`config.mk`:
```
export PLATFORM = sky130hd
export DESIGN_NAME = wnc_dist_unit
export DESIGN_NICKNAME = d
export VERILOG_FILES = /design/src/design/wnc_pkg.sv /design/src/design/wnc_dist_unit.sv
export SDC_FILE = /design/constraint.sdc
export NUM_CORES = 2
export LEC_CHECK = 0
export BUFFER_PORTS_ARGS = -buffer_cell sky130_fd_sc_hd__buf_4
export CAP_MARGIN = 20
export CORE_MARGIN = 2
export CORE_UTILIZATION = 40
export CTS_BUF_LIST = sky130_fd_sc_hd__clkbuf_4 sky130_fd_sc_hd__clkbuf_8
export CTS_CLUSTER_DIAMETER = 30
export DETAILED_ROUTE_END_ITERATION = 10
export SYNTH_ARGS = -nofsm -noshare
export SYNTH_HDL_FRONTEND = slang
export SYNTH_SLANG_ARGS = --single-unit
```
`constraint.sdc`:
```
create_clock -name clock -period 7 [get_ports clock]
set_input_delay 1.75 -clock clock [delete_from_list [all_inputs] [get_ports clock]]
set_output_delay 1.75 -clock clock [all_outputs]
set_load 0.05 [all_outputs]
```
`src/design/wnc_pkg.sv`:
```
// ----------------------------------------------------------------------------
// wnc_pkg
// Shared types and constants for the weighted nearest-codeword search:
// transfer payloads, field widths, dimension weights and the codebook ROM.
// ----------------------------------------------------------------------------
package wnc_pkg;

   localparam int NUM_DIMS          = 5;
   localparam int ROM_SIZE          = 16;
   localparam int DEF_NUM_CODEWORDS = 16;

   localparam int FIELD_W  = 10;
   localparam int WEIGHT_W = 5;
   localparam int MAG_W    = 15;
   localparam int SQ_W     = 29;
   localparam int SUM_W    = 32;
   localparam int DIST_W   = 30;
   localparam int IDX_W    = 4;

   localparam logic [WEIGHT_W-1:0] DIM_WEIGHT [NUM_DIMS] =
      '{5'd20, 5'd15, 5'd15, 5'd12, 5'd5};

   localparam logic [FIELD_W-1:0] CODEBOOK [ROM_SIZE][NUM_DIMS] = '{
      '{10'd200, 10'd900, 10'd100, 10'd900, 10'd500},
      '{10'd200, 10'd900, 10'd400, 10'd700, 10'd500},
      '{10'd200, 10'd900, 10'd600, 10'd0,   10'd500},
      '{10'd200, 10'd900, 10'd900, 10'd0,   10'd600},
      '{10'd400, 10'd600, 10'd100, 10'd800, 10'd500},
      '{10'd400, 10'd600, 10'd400, 10'd500, 10'd500},
      '{10'd400, 10'd600, 10'd600, 10'd0,   10'd500},
      '{10'd400, 10'd600, 10'd900, 10'd0,   10'd500},
      '{10'd600, 10'd400, 10'd100, 10'd700, 10'd500},
      '{10'd600, 10'd400, 10'd400, 10'd0,   10'd500},
      '{10'd500, 10'd400, 10'd600, 10'd0,   10'd500},
      '{10'd600, 10'd400, 10'd900, 10'd0,   10'd500},
      '{10'd900, 10'd100, 10'd100, 10'd0,   10'd500},
      '{10'd800, 10'd100, 10'd400, 10'd0,   10'd500},
      '{10'd800, 10'd200, 10'd700, 10'd0,   10'd500},
      '{10'd900, 10'd100, 10'd900, 10'd0,   10'd500}
   };

   typedef logic [FIELD_W-1:0] comp_type [NUM_DIMS];

   typedef struct packed {
      logic [FIELD_W-1:0] jaw_opening;
      logic [FIELD_W-1:0] tongue_rise;
      logic [FIELD_W-1:0] tongue_front;
      logic [FIELD_W-1:0] lip_round;
      logic [FIELD_W-1:0] corner_lift;
   } req_type;

   typedef struct packed {
      logic [IDX_W-1:0]  best_index;
      logic [DIST_W-1:0] best_distance_sq;
   } rsp_type;

endpackage

```
`src/design/wnc_dist_unit.sv`:
```
// ----------------------------------------------------------------------------
// wnc_dist_unit
// Three-stage weighted squared distance from one vector to one codeword:
// weighted magnitude, square, five-term sum.
// ----------------------------------------------------------------------------
module wnc_dist_unit (
   input  logic                       clock,
   input  logic [2:0]                 en,
   input  wnc_pkg::comp_type          vec,
   input  wnc_pkg::comp_type          codeword,
   output logic [wnc_pkg::DIST_W-1:0] dist_sq
);
   import wnc_pkg::*;

   logic [MAG_W-1:0]  mag_in [NUM_DIMS];
   logic [MAG_W-1:0]  mag_ff [NUM_DIMS];
   logic [SQ_W-1:0]   sq_in  [NUM_DIMS];
   logic [SQ_W-1:0]   sq_ff  [NUM_DIMS];
   logic [SUM_W-1:0]  sum_in;
   logic [DIST_W-1:0] sum_ff;

   always_comb begin
      for (int d = 0; d < NUM_DIMS; d++) begin
         if (vec[d] >= codeword[d]) begin
            mag_in[d] = MAG_W'(vec[d] - codeword[d]) * MAG_W'(DIM_WEIGHT[d]);
         end else begin
            mag_in[d] = MAG_W'(codeword[d] - vec[d]) * MAG_W'(DIM_WEIGHT[d]);
         end
      end
   end

   always_comb begin
      for (int d = 0; d < NUM_DIMS; d++) begin
         sq_in[d] = SQ_W'(mag_ff[d]) * SQ_W'(mag_ff[d]);
      end
   end

   always_comb begin
      sum_in = '0;
      for (int d = 0; d < NUM_DIMS; d++) begin
         sum_in = sum_in + SUM_W'(sq_ff[d]);
      end
   end

   always_ff @(posedge clock) begin
      if (en[0]) begin
         mag_ff <= mag_in;
      end
      if (en[1]) begin
         sq_ff <= sq_in;
      end
      if (en[2]) begin
         sum_ff <= DIST_W'(sum_in);
      end
   end

   assign dist_sq = sum_ff;

endmodule

```
==> flow_summary.json <==
{
  "outcome": "complete, no violations",
  "row_count": 130,
  "required_ps": 7480,
  "place_congestion": 0.915,
  "fin_crit_ps": 6610,
  "syn-mean-instance-area_sq_um": 9.58,
  "ios": 134,
  "finalSetupViolCount": 0,
  "yosys-top-cells-area": "fa_1, ha_1, edfxtp_1",
  "drive_gt1_frac": 0.0674,
  "initial_utilization": 0.402,
  "hpwl_mm": 92.1,
  "synth_edf_count": 233,
  "hp-class": "reg -> reg",
  "tns_ps": 0,
  "dieHeight_microns": 359,
  "grt_pass1_wl_mm": 184,
  "chipWidth_microns": 359,
  "antenna_left": 0,
  "maxCapViolCount": 0,
  "dr.first_iter.drc_count": 1755,
  "syn_inst": 5258,
  "cts_buffers": 56,
  "startpoint": "mag_ff[45]",
  "vias": 35100,
  "antenna_found_initial": 6,
  "vias_per_cell": 4.96,
  "synth_top_area_frac": 0.300,
  "max_slew_margin": 0.426,
  "synth_top_area_cell": "fa_1",
  "busiest_layer": "met2",
  "wl_per_cell_microns": 15.2,
  "clockBufferDepth": 3,
  "hp-start": "sq_ff[89]",
  "yosysSeqAreaShare": 0.139,
  "post-route-period-util": 0.944,
  "synth-seq-cells": 233,
  "overflow": 0,
  "drc": 0,
  "synth_fp_nets": 6900,
  "ys.warnings.count": 0,
  "netlist_area_sq_um": 50400,
  "skew_ps": 14.8,
  "yosysUniqueCellTypes": 83,
  "grtUsageMet1": 0.246,
  "crit_fanout": 16,
  "h-tree-depth": 2,
  "fin_nets": 7027,
  "cts_tree": "yes",
  "timing_worst_setup_path_type": "reg -> reg",
  "fp.dieArea_sq_um": 129000,
  "grt_pass1_vias": 36800,
  "drt_pass1_iterations": 6,
  "port_buffers": 133,
  "use_met3": 0.0179,
  "grt_usage": 0.173,
  "end_kind": "register",
  "routed_wl_mm": 108,
  "netlist_top_cells_count": "inv_1, ha_1, fa_1, nand2_1, xnor2_1",
  "arrival_ps": 7090,
  "async_reset_ff_frac": 0,
  "rsz0062_at_grt": "false",
  "synth.most_common_cell": "inv_1",
  "fmax_ghz": 0.151,
  "timing.rr.start": "mag_ff[45]",
  "slew_viol_final": 0,
  "numClockSinks": 233,
  "finalHoldViolations": 0,
  "tightest_slew_ps": 861,
  "coreArea_sq_um": 125000,
  "cts_root_buffer": "clkbuf_8",
  "use_met2": 0.287,
  "clk-insertion-delay-late_ps": 670,
  "syn_to_final_growth_pct": 8.64,
  "dominantRegCellSynth": "edfxtp_1",
  "clk_pin_slew_worst_paths_ps": 50,
  "critPathLaunchType": "register",
  "grt_max_degree": 86
}
## layout by cell type (no fill, tap or decap), types with 49 or more instances in the layout
cell type and n:
xor2_1 112, xnor2_1 245, nand3_1 49, nor2b_1 51
edfxtp_1 233, nor3_1 69, fa_1 755, a21o_1 94
inv_1 1168, clkbuf_8 57, nand2_1 401, and2_1 168
o21ai_0 110, buf_4 186, ha_1 783, a21oi_1 218
nor2_1 192
## registers in the layout, summed over array words and instances (netlist names)
name,flops
mag_ff,71
dist_sq,30
sq_ff,132
## cells by family (layout without fill, tap and decap cells)
| family | Yosys count | in the layout | share of synthesized area |
|---|---|---|---|
| adders and majority gates | 1538 | 1538 | 0.494 |
| buffers and inverters | 1289 | 1459 | 0.0965 |
| DFF | 233 | 233 | 0.139 |
| and+or+nand+nor | 1082 | 1082 | 0.104 |
| muxes | 75 | 75 | 0.0156 |
| other | 0 | 2 | 0 |
| xor gates and xnor gates | 357 | 357 | 0.0621 |
| AOI/OAI and AO/OA | 684 | 684 | 0.0890 |
## layer usage
| metal | part of all wire | wire, microns |
|---|---|---|
| met5 | 0 | 0 |
| met3 | 0.045 | 4840 |
| met2 | 0.47 | 50100 |
| met4 | 0.015 | 1600 |
| met1 | 0.48 | 51200 |
## layout make-up
class                   instances  area [sq um]
flip-flops and latches        233          7000
inverters                    1171          4400
diodes                          2          5.00
well taps                    1650          2060
fillers                     12100         70500
multi-input cells            3736         38500
clock inverters                38           512
clock buffers                  63           830
repair buffers                187          1410
## per-stage QoR
step | cell area [sq um] | hold WS, ps | std cells | setup WS [ps] | utilization
global placement | 53300 | 641 | 6968 | 163 | 0.426
finish | 54700 | 678 | 7080 | 394 | 0.437
detailed placement | 53300 | 642 | 6968 | 98.5 | 0.426
floorplan | 50400 | 501 | 5258 | 467 | -
global route | 54700 | 722 | 7079 | 31.8 | 0.437
CTS | 54700 | 671 | 7069 | 429 | 0.436
## what timing repair did
action / 4_1_cts / 5_1_grt
endpoints found under the setup margin: 0 / 1
resized for setup: 0 / 0
endpoints found under the hold margin: 0 / 0
hold buffers: 0 / 0
setup buffers: 0 / 9
## final timing paths
path / to / slack, ps / cells after the start
worst min-delay path: dist_sq[2] / 680 / 2
worst max-delay path: sq_ff[112] / 390 / 19
worst min register to register: dist_sq[2] / 680 / 2
worst max register to register: sq_ff[112] / 390 / 19
## worst max-delay path, stage by stage, from the launching register on
cell	delay, ps
edfxtp_1	640
and2_1	290
fa_1	540
inv_1	60
fa_1	520
inv_1	50
fa_1	510
fa_1	520
fa_1	490
inv_1	50
fa_1	510
inv_1	60
ha_1	240
or4_1	540
nor3_1	130
o21ai_0	160
nand3b_1	240
a31oi_1	190
o311ai_1	410
a21boi_0	290
Power is left out: the tool's default activity adds up to more than one toggle a clock period on the data nets, which glitch-free logic cannot reach.
