[config.mk]
export PLATFORM = sky130hd
export DESIGN_NAME = wnc_min_tree
export DESIGN_NICKNAME = d
export VERILOG_FILES = /design/src/design/wnc_pkg.sv /design/src/design/wnc_min_tree.sv
export SDC_FILE = /design/constraint.sdc
export NUM_CORES = 1
export LEC_CHECK = 0
export BUFFER_PORTS_ARGS = -buffer_cell sky130_fd_sc_hd__buf_2
export CORE_MARGIN = 4
export CORE_UTILIZATION = 50
export CTS_CLUSTER_SIZE = 12
export DETAILED_ROUTE_END_ITERATION = 7
export GPL_TIMING_DRIVEN = 0
export PLACE_DENSITY = 0.72
export SLEW_MARGIN = 25
export SYNTH_ARGS = -nofsm -noshare
export SYNTH_HDL_FRONTEND = slang
export SYNTH_SLANG_ARGS = --single-unit
[constraint.sdc]
create_clock -name clock -period 3.53 [get_ports clock]
set_input_delay 0.1765 -clock clock [delete_from_list [all_inputs] [get_ports clock]]
set_output_delay 0.1765 -clock clock [all_outputs]
set_load 0.005 [all_outputs]
[src/design/wnc_pkg.sv]
// ----------------------------------------------------------------------------
// wnc_pkg
// Shared types and constants for the weighted nearest-codeword search:
// transfer payloads, field widths, dimension weights and the codebook ROM.
// ----------------------------------------------------------------------------
package wnc_pkg;

   localparam int NUM_DIMS          = 5;
   localparam int ROM_SIZE          = 16;
   localparam int DEF_NUM_CODEWORDS = 16;

   localparam int FIELD_W  = 10;
   localparam int WEIGHT_W = 5;
   localparam int MAG_W    = 15;
   localparam int SQ_W     = 29;
   localparam int SUM_W    = 32;
   localparam int DIST_W   = 30;
   localparam int IDX_W    = 4;

   localparam logic [WEIGHT_W-1:0] DIM_WEIGHT [NUM_DIMS] =
      '{5'd20, 5'd15, 5'd15, 5'd12, 5'd5};

   localparam logic [FIELD_W-1:0] CODEBOOK [ROM_SIZE][NUM_DIMS] = '{
      '{10'd200, 10'd900, 10'd100, 10'd900, 10'd500},
      '{10'd200, 10'd900, 10'd400, 10'd700, 10'd500},
      '{10'd200, 10'd900, 10'd600, 10'd0,   10'd500},
      '{10'd200, 10'd900, 10'd900, 10'd0,   10'd600},
      '{10'd400, 10'd600, 10'd100, 10'd800, 10'd500},
      '{10'd400, 10'd600, 10'd400, 10'd500, 10'd500},
      '{10'd400, 10'd600, 10'd600, 10'd0,   10'd500},
      '{10'd400, 10'd600, 10'd900, 10'd0,   10'd500},
      '{10'd600, 10'd400, 10'd100, 10'd700, 10'd500},
      '{10'd600, 10'd400, 10'd400, 10'd0,   10'd500},
      '{10'd500, 10'd400, 10'd600, 10'd0,   10'd500},
      '{10'd600, 10'd400, 10'd900, 10'd0,   10'd500},
      '{10'd900, 10'd100, 10'd100, 10'd0,   10'd500},
      '{10'd800, 10'd100, 10'd400, 10'd0,   10'd500},
      '{10'd800, 10'd200, 10'd700, 10'd0,   10'd500},
      '{10'd900, 10'd100, 10'd900, 10'd0,   10'd500}
   };

   typedef logic [FIELD_W-1:0] comp_type [NUM_DIMS];

   typedef struct packed {
      logic [FIELD_W-1:0] jaw_opening;
      logic [FIELD_W-1:0] tongue_rise;
      logic [FIELD_W-1:0] tongue_front;
      logic [FIELD_W-1:0] lip_round;
      logic [FIELD_W-1:0] corner_lift;
   } req_type;

   typedef struct packed {
      logic [IDX_W-1:0]  best_index;
      logic [DIST_W-1:0] best_distance_sq;
   } rsp_type;

endpackage

[src/design/wnc_min_tree.sv]
// ----------------------------------------------------------------------------
// wnc_min_tree
// Registered minimum tree, one level per stage. The lower index wins a tie.
// ----------------------------------------------------------------------------
module wnc_min_tree #(
   parameter int NUM_LEAVES = wnc_pkg::DEF_NUM_CODEWORDS
) (
   input  logic                       clock,
   input  logic [$clog2(NUM_LEAVES)-1:0] en,
   input  logic [wnc_pkg::DIST_W-1:0] leaf_dist [NUM_LEAVES],
   output wnc_pkg::rsp_type           best
);
   import wnc_pkg::*;

   localparam int LEVELS    = $clog2(NUM_LEAVES);
   localparam int NUM_SLOTS = 1 << LEVELS;
   localparam int NUM_NODES = NUM_SLOTS - 1;

   typedef struct packed {
      logic              live;
      logic [IDX_W-1:0]  idx;
      logic [DIST_W-1:0] dist_sq;
   } node_type;

   node_type leaf_node [NUM_SLOTS];
   node_type node_in   [NUM_NODES];
   node_type node_ff   [NUM_NODES];

   for (genvar j = 0; j < NUM_SLOTS; j++) begin : g_leaf
      if (j < NUM_LEAVES) begin : g_live
         assign leaf_node[j] = '{live: 1'b1, idx: IDX_W'(j), dist_sq: leaf_dist[j]};
      end else begin : g_pad
         assign leaf_node[j] = '{live: 1'b0, idx: IDX_W'(j), dist_sq: '0};
      end
   end

   for (genvar n = 0; n < NUM_NODES; n++) begin : g_node
      localparam int LEFT  = 2 * n + 1;
      localparam int RIGHT = 2 * n + 2;
      localparam int DEPTH = $clog2(n + 2) - 1;
      localparam int STAGE = LEVELS - DEPTH - 1;

      node_type lft;
      node_type rgt;

      if (LEFT >= NUM_NODES) begin : g_leaf_kids
         assign lft = leaf_node[LEFT - NUM_NODES];
         assign rgt = leaf_node[RIGHT - NUM_NODES];
      end else begin : g_node_kids
         assign lft = node_ff[LEFT];
         assign rgt = node_ff[RIGHT];
      end

      always_comb begin
         if (rgt.live && (!lft.live || (rgt.dist_sq < lft.dist_sq))) begin
            node_in[n] = rgt;
         end else begin
            node_in[n] = lft;
         end
      end

      always_ff @(posedge clock) begin
         if (en[STAGE]) begin
            node_ff[n] <= node_in[n];
         end
      end
   end

   assign best = '{best_index: node_ff[0].idx, best_distance_sq: node_ff[0].dist_sq};

endmodule

==> impl_metrics.json <==
{
  "status": "finished, final reports clean",
  "netlist.top_cell.by_area": "edfxtp_1",
  "cp.arrival_ns": 3.85,
  "worst_ir_drop_vdd_mv": 0.3204,
  "syn_area_mm2": 0.03052,
  "clock_skew_ns": 0.01853,
  "largest_reg_flops": 476,
  "swShare_pct": 28.29,
  "grt_pass1_vias": 25040,
  "die_y_um": 255.1,
  "max_cap_viol_count": 0,
  "clock_path_buffers": 3,
  "synthesis.nets": 3450,
  "start_util_pct": 50.57,
  "drt-initial-drc-count": 1558,
  "yosys.cell_types.count": 38,
  "clk_latency_ns": 0.58,
  "setup_viol": 0,
  "tightest_slew_ns": 0.8706,
  "route.detailed.drc": 0,
  "num_rows": 90,
  "yosys_most_used_dff": "edfxtp_1",
  "ant_nets": 0,
  "place.gp.congestion": 0.9298,
  "grt_antenna_before_repair": 9,
  "numCtsBuffers": 51,
  "fin_nets": 4505,
  "cts_htree_levels": 2,
  "grt_max_degree": 99,
  "ys_top_cells_by_area": "edfxtp_1, ha_1, mux2_2",
  "synthTopCellsByCount": "edfxtp_1, mux2_2, inv_1, ha_1, a21oi_1",
  "power.total_mw": 18.55,
  "finalCriticalPeriod_ns": 3.525,
  "yosys_warnings": 0,
  "wl_per_cell_um": 19.66,
  "yosysMostFrequentCell": "edfxtp_1",
  "synth_top_area_share_pct": 46.83,
  "fin_setup_tns_ns": 0,
  "slew_viol_final": 0,
  "synth_edf_count": 476,
  "synth.avg_cell_area_um2": 12.06,
  "vias": 23700,
  "synth_async_sr_flop_share_pct": 0,
  "core_area_mm2": 0.06036,
  "min_path_type": "input port to register",
  "max_freq_mhz": 283.7,
  "wl_um": 86670,
  "cts_tree": "done",
  "clkSinkCount": 476,
  "switching_power_mw": 5.248,
  "worstSetupStartpointType": "input port",
  "p_seq_share_pct": 42.4,
  "crit_path_max_fanout": 10,
  "drive_above_1_share_pct": 30.54,
  "io_pins": 519,
  "syn_inst": 2530,
  "area_growth_pct": 33.26,
  "reg.largest.list": "node_ff (476)",
  "gr-total-overflow": 0,
  "viasPerCell": 5.377,
  "grt_pass1_wl_um": 131900,
  "ys_ff_latch": 476,
  "die_width_um": 255.1,
  "hold_viol_final": 0,
  "rsz0062_at_grt": "no",
  "dp_hpwl_um": 67330,
  "internal_power_mw": 13.30,
  "fin_crit_sh_pct": 99.87,
  "slew_headroom_pct": 41.35,
  "root_buffer": "clkbuf_16",
  "clkPwrFrac_pct": 28.1,
  "numPortBuffers": 518,
  "cts_setup_buffers": 0,
  "clkTransAtPathRegs_ns": 0.06,
  "dieArea_mm2": 0.06506,
  "critical_path_class": "input port to register",
  "cp-end-kind": "register",
  "pwr-share-comb_pct": 29.5,
  "top_register": "node_ff",
  "p_leak_nw": 18.55,
  "power_density_mw_per_mm2": 456.1,
  "grt.total_usage_pct": 25.85,
  "ys_seq_area_share_pct": 46.83,
  "firstDrtPassIters": 6,
  "cp.required_ns": 3.85
}
## power groups by stage
stage	clock network, mW	registers [mW]	logic, mW
6_report	5.21	7.86	5.48
5_1_grt	5.56	7.94	6.01
4_1_cts	5.32	7.86	5.44
3_5_place_dp	0	7.96	4.77
3_3_place_gp	0	7.97	4.59
2_1_floorplan	0	7.72	3.09
## path summary, 6_finish.rpt
path / endpoint / cells past startpoint / slack, ns / startpoint
max reg2reg: node_ff[0][77] / 8 / 0.22 / node_ff[0][222]
min reg2reg: node_ff[0][170] / 1 / 0.55 / node_ff[1][100]
max: node_ff[1][36] / 11 / 0.005 / leaf_dist[312]
min: node_ff[1][213] / 1 / 0.06 / en[0]
## timing repair
item                                   CTS  global route
hold buffers                           481             0
endpoints found under the hold margin  259             0
gates resized for setup                  0             9
setup endpoints to repair                0           126
## critical path: stages
cell,delay (ns)
dlygate4sd3_1,0.54
buf_2,0.13
ha_1,0.31
a21oi_1,0.16
nand2_1,0.07
a221oi_1,0.28
o21ai_0,0.38
a21oi_2,0.51
buf_2,0.35
mux2_2,0.37
dlygate4sd3_1,0.56
## per-stage QoR
| step | util, % | cell area [um2] | setup WS, ns | hold slack (ns) | std cells |
|---|---|---|---|---|---|
| floorplan | - | 30520 | 0.9707 | 0.2890 | 2530 |
| global placement | 56.48 | 34090 | -1.090 | 0.5001 | 3830 |
| detailed placement | 56.66 | 34200 | 0.08838 | 0.4997 | 3833 |
| CTS | 67.28 | 40610 | 0.004909 | 0.03303 | 4400 |
| global route | 67.38 | 40670 | 0.009526 | 0.05499 | 4407 |
| finish | 67.39 | 40670 | 0.004704 | 0.06109 | 4408 |
## metal layers
layer,vias to the layer above,global-route usage [%],part of all wire (%),routed length [um]
li1,11400,-,-,-
met1,11460,34.30,43,37270
met2,657,44.35,49,42240
met3,192,3.475,5.1,4414
met4,0,8.277,3.2,2745
met5,-,0,0,0
## layout make-up
class | instances | area [um2]
Tap cell | 782 | 978.4
Clock buffer | 64 | 1368
Sequential cell | 476 | 14290
Antenna cell | 8 | 20.02
Inverter | 448 | 1682
Fill cell | 4443 | 19680
Multi-Input combinational cell | 1561 | 14330
Clock inverter | 22 | 227.7
Timing Repair Buffer | 1002 | 7512
Buffer | 45 | 261.5
## layout by cell type (no fill, tap or decap), types with 3 or more instances in the layout
| cell type | n |
|---|---|
| buf_2 | 550 |
| dlygate4sd3_1 | 481 |
| edfxtp_1 | 476 |
| mux2_2 | 459 |
| inv_1 | 448 |
| ha_1 | 435 |
| a21oi_1 | 166 |
| nand2_1 | 123 |
| o21ai_0 | 59 |
| nand3_1 | 55 |
| nand4_1 | 54 |
| clkbuf_16 | 53 |
| nor2_1 | 34 |
| o211ai_1 | 21 |
| a221oi_1 | 21 |
| a21o_1 | 17 |
| and4_1 | 16 |
| nand2b_1 | 15 |
| a211oi_1 | 14 |
| nor3_1 | 14 |
| nor4_1 | 12 |
| clkbuf_1 | 11 |
| o21a_1 | 10 |
| diode_2 | 8 |
| a221o_1 | 8 |
| clkinv_1 | 8 |
| clkinv_2 | 8 |
| buf_4 | 7 |
| a21oi_2 | 5 |
| bufinv_16 | 5 |
| buf_6 | 3 |
| buf_16 | 3 |
## kinds of logic (layout without fill, tap and decap cells)
| kind of cell | count (synthesis) | after routing | synth area share (%) |
|---|---|---|---|
| buf+inv | 493 | 1581 | 6.358 |
| flops | 476 | 476 | 46.83 |
| mux | 461 | 461 | 17.01 |
| fa+ha+maj | 435 | 435 | 17.83 |
| compound gates | 338 | 338 | 6.702 |
| simple gates | 327 | 327 | 5.268 |
| other cells | 0 | 8 | 0 |
Power figures use the tool's default switching activity.
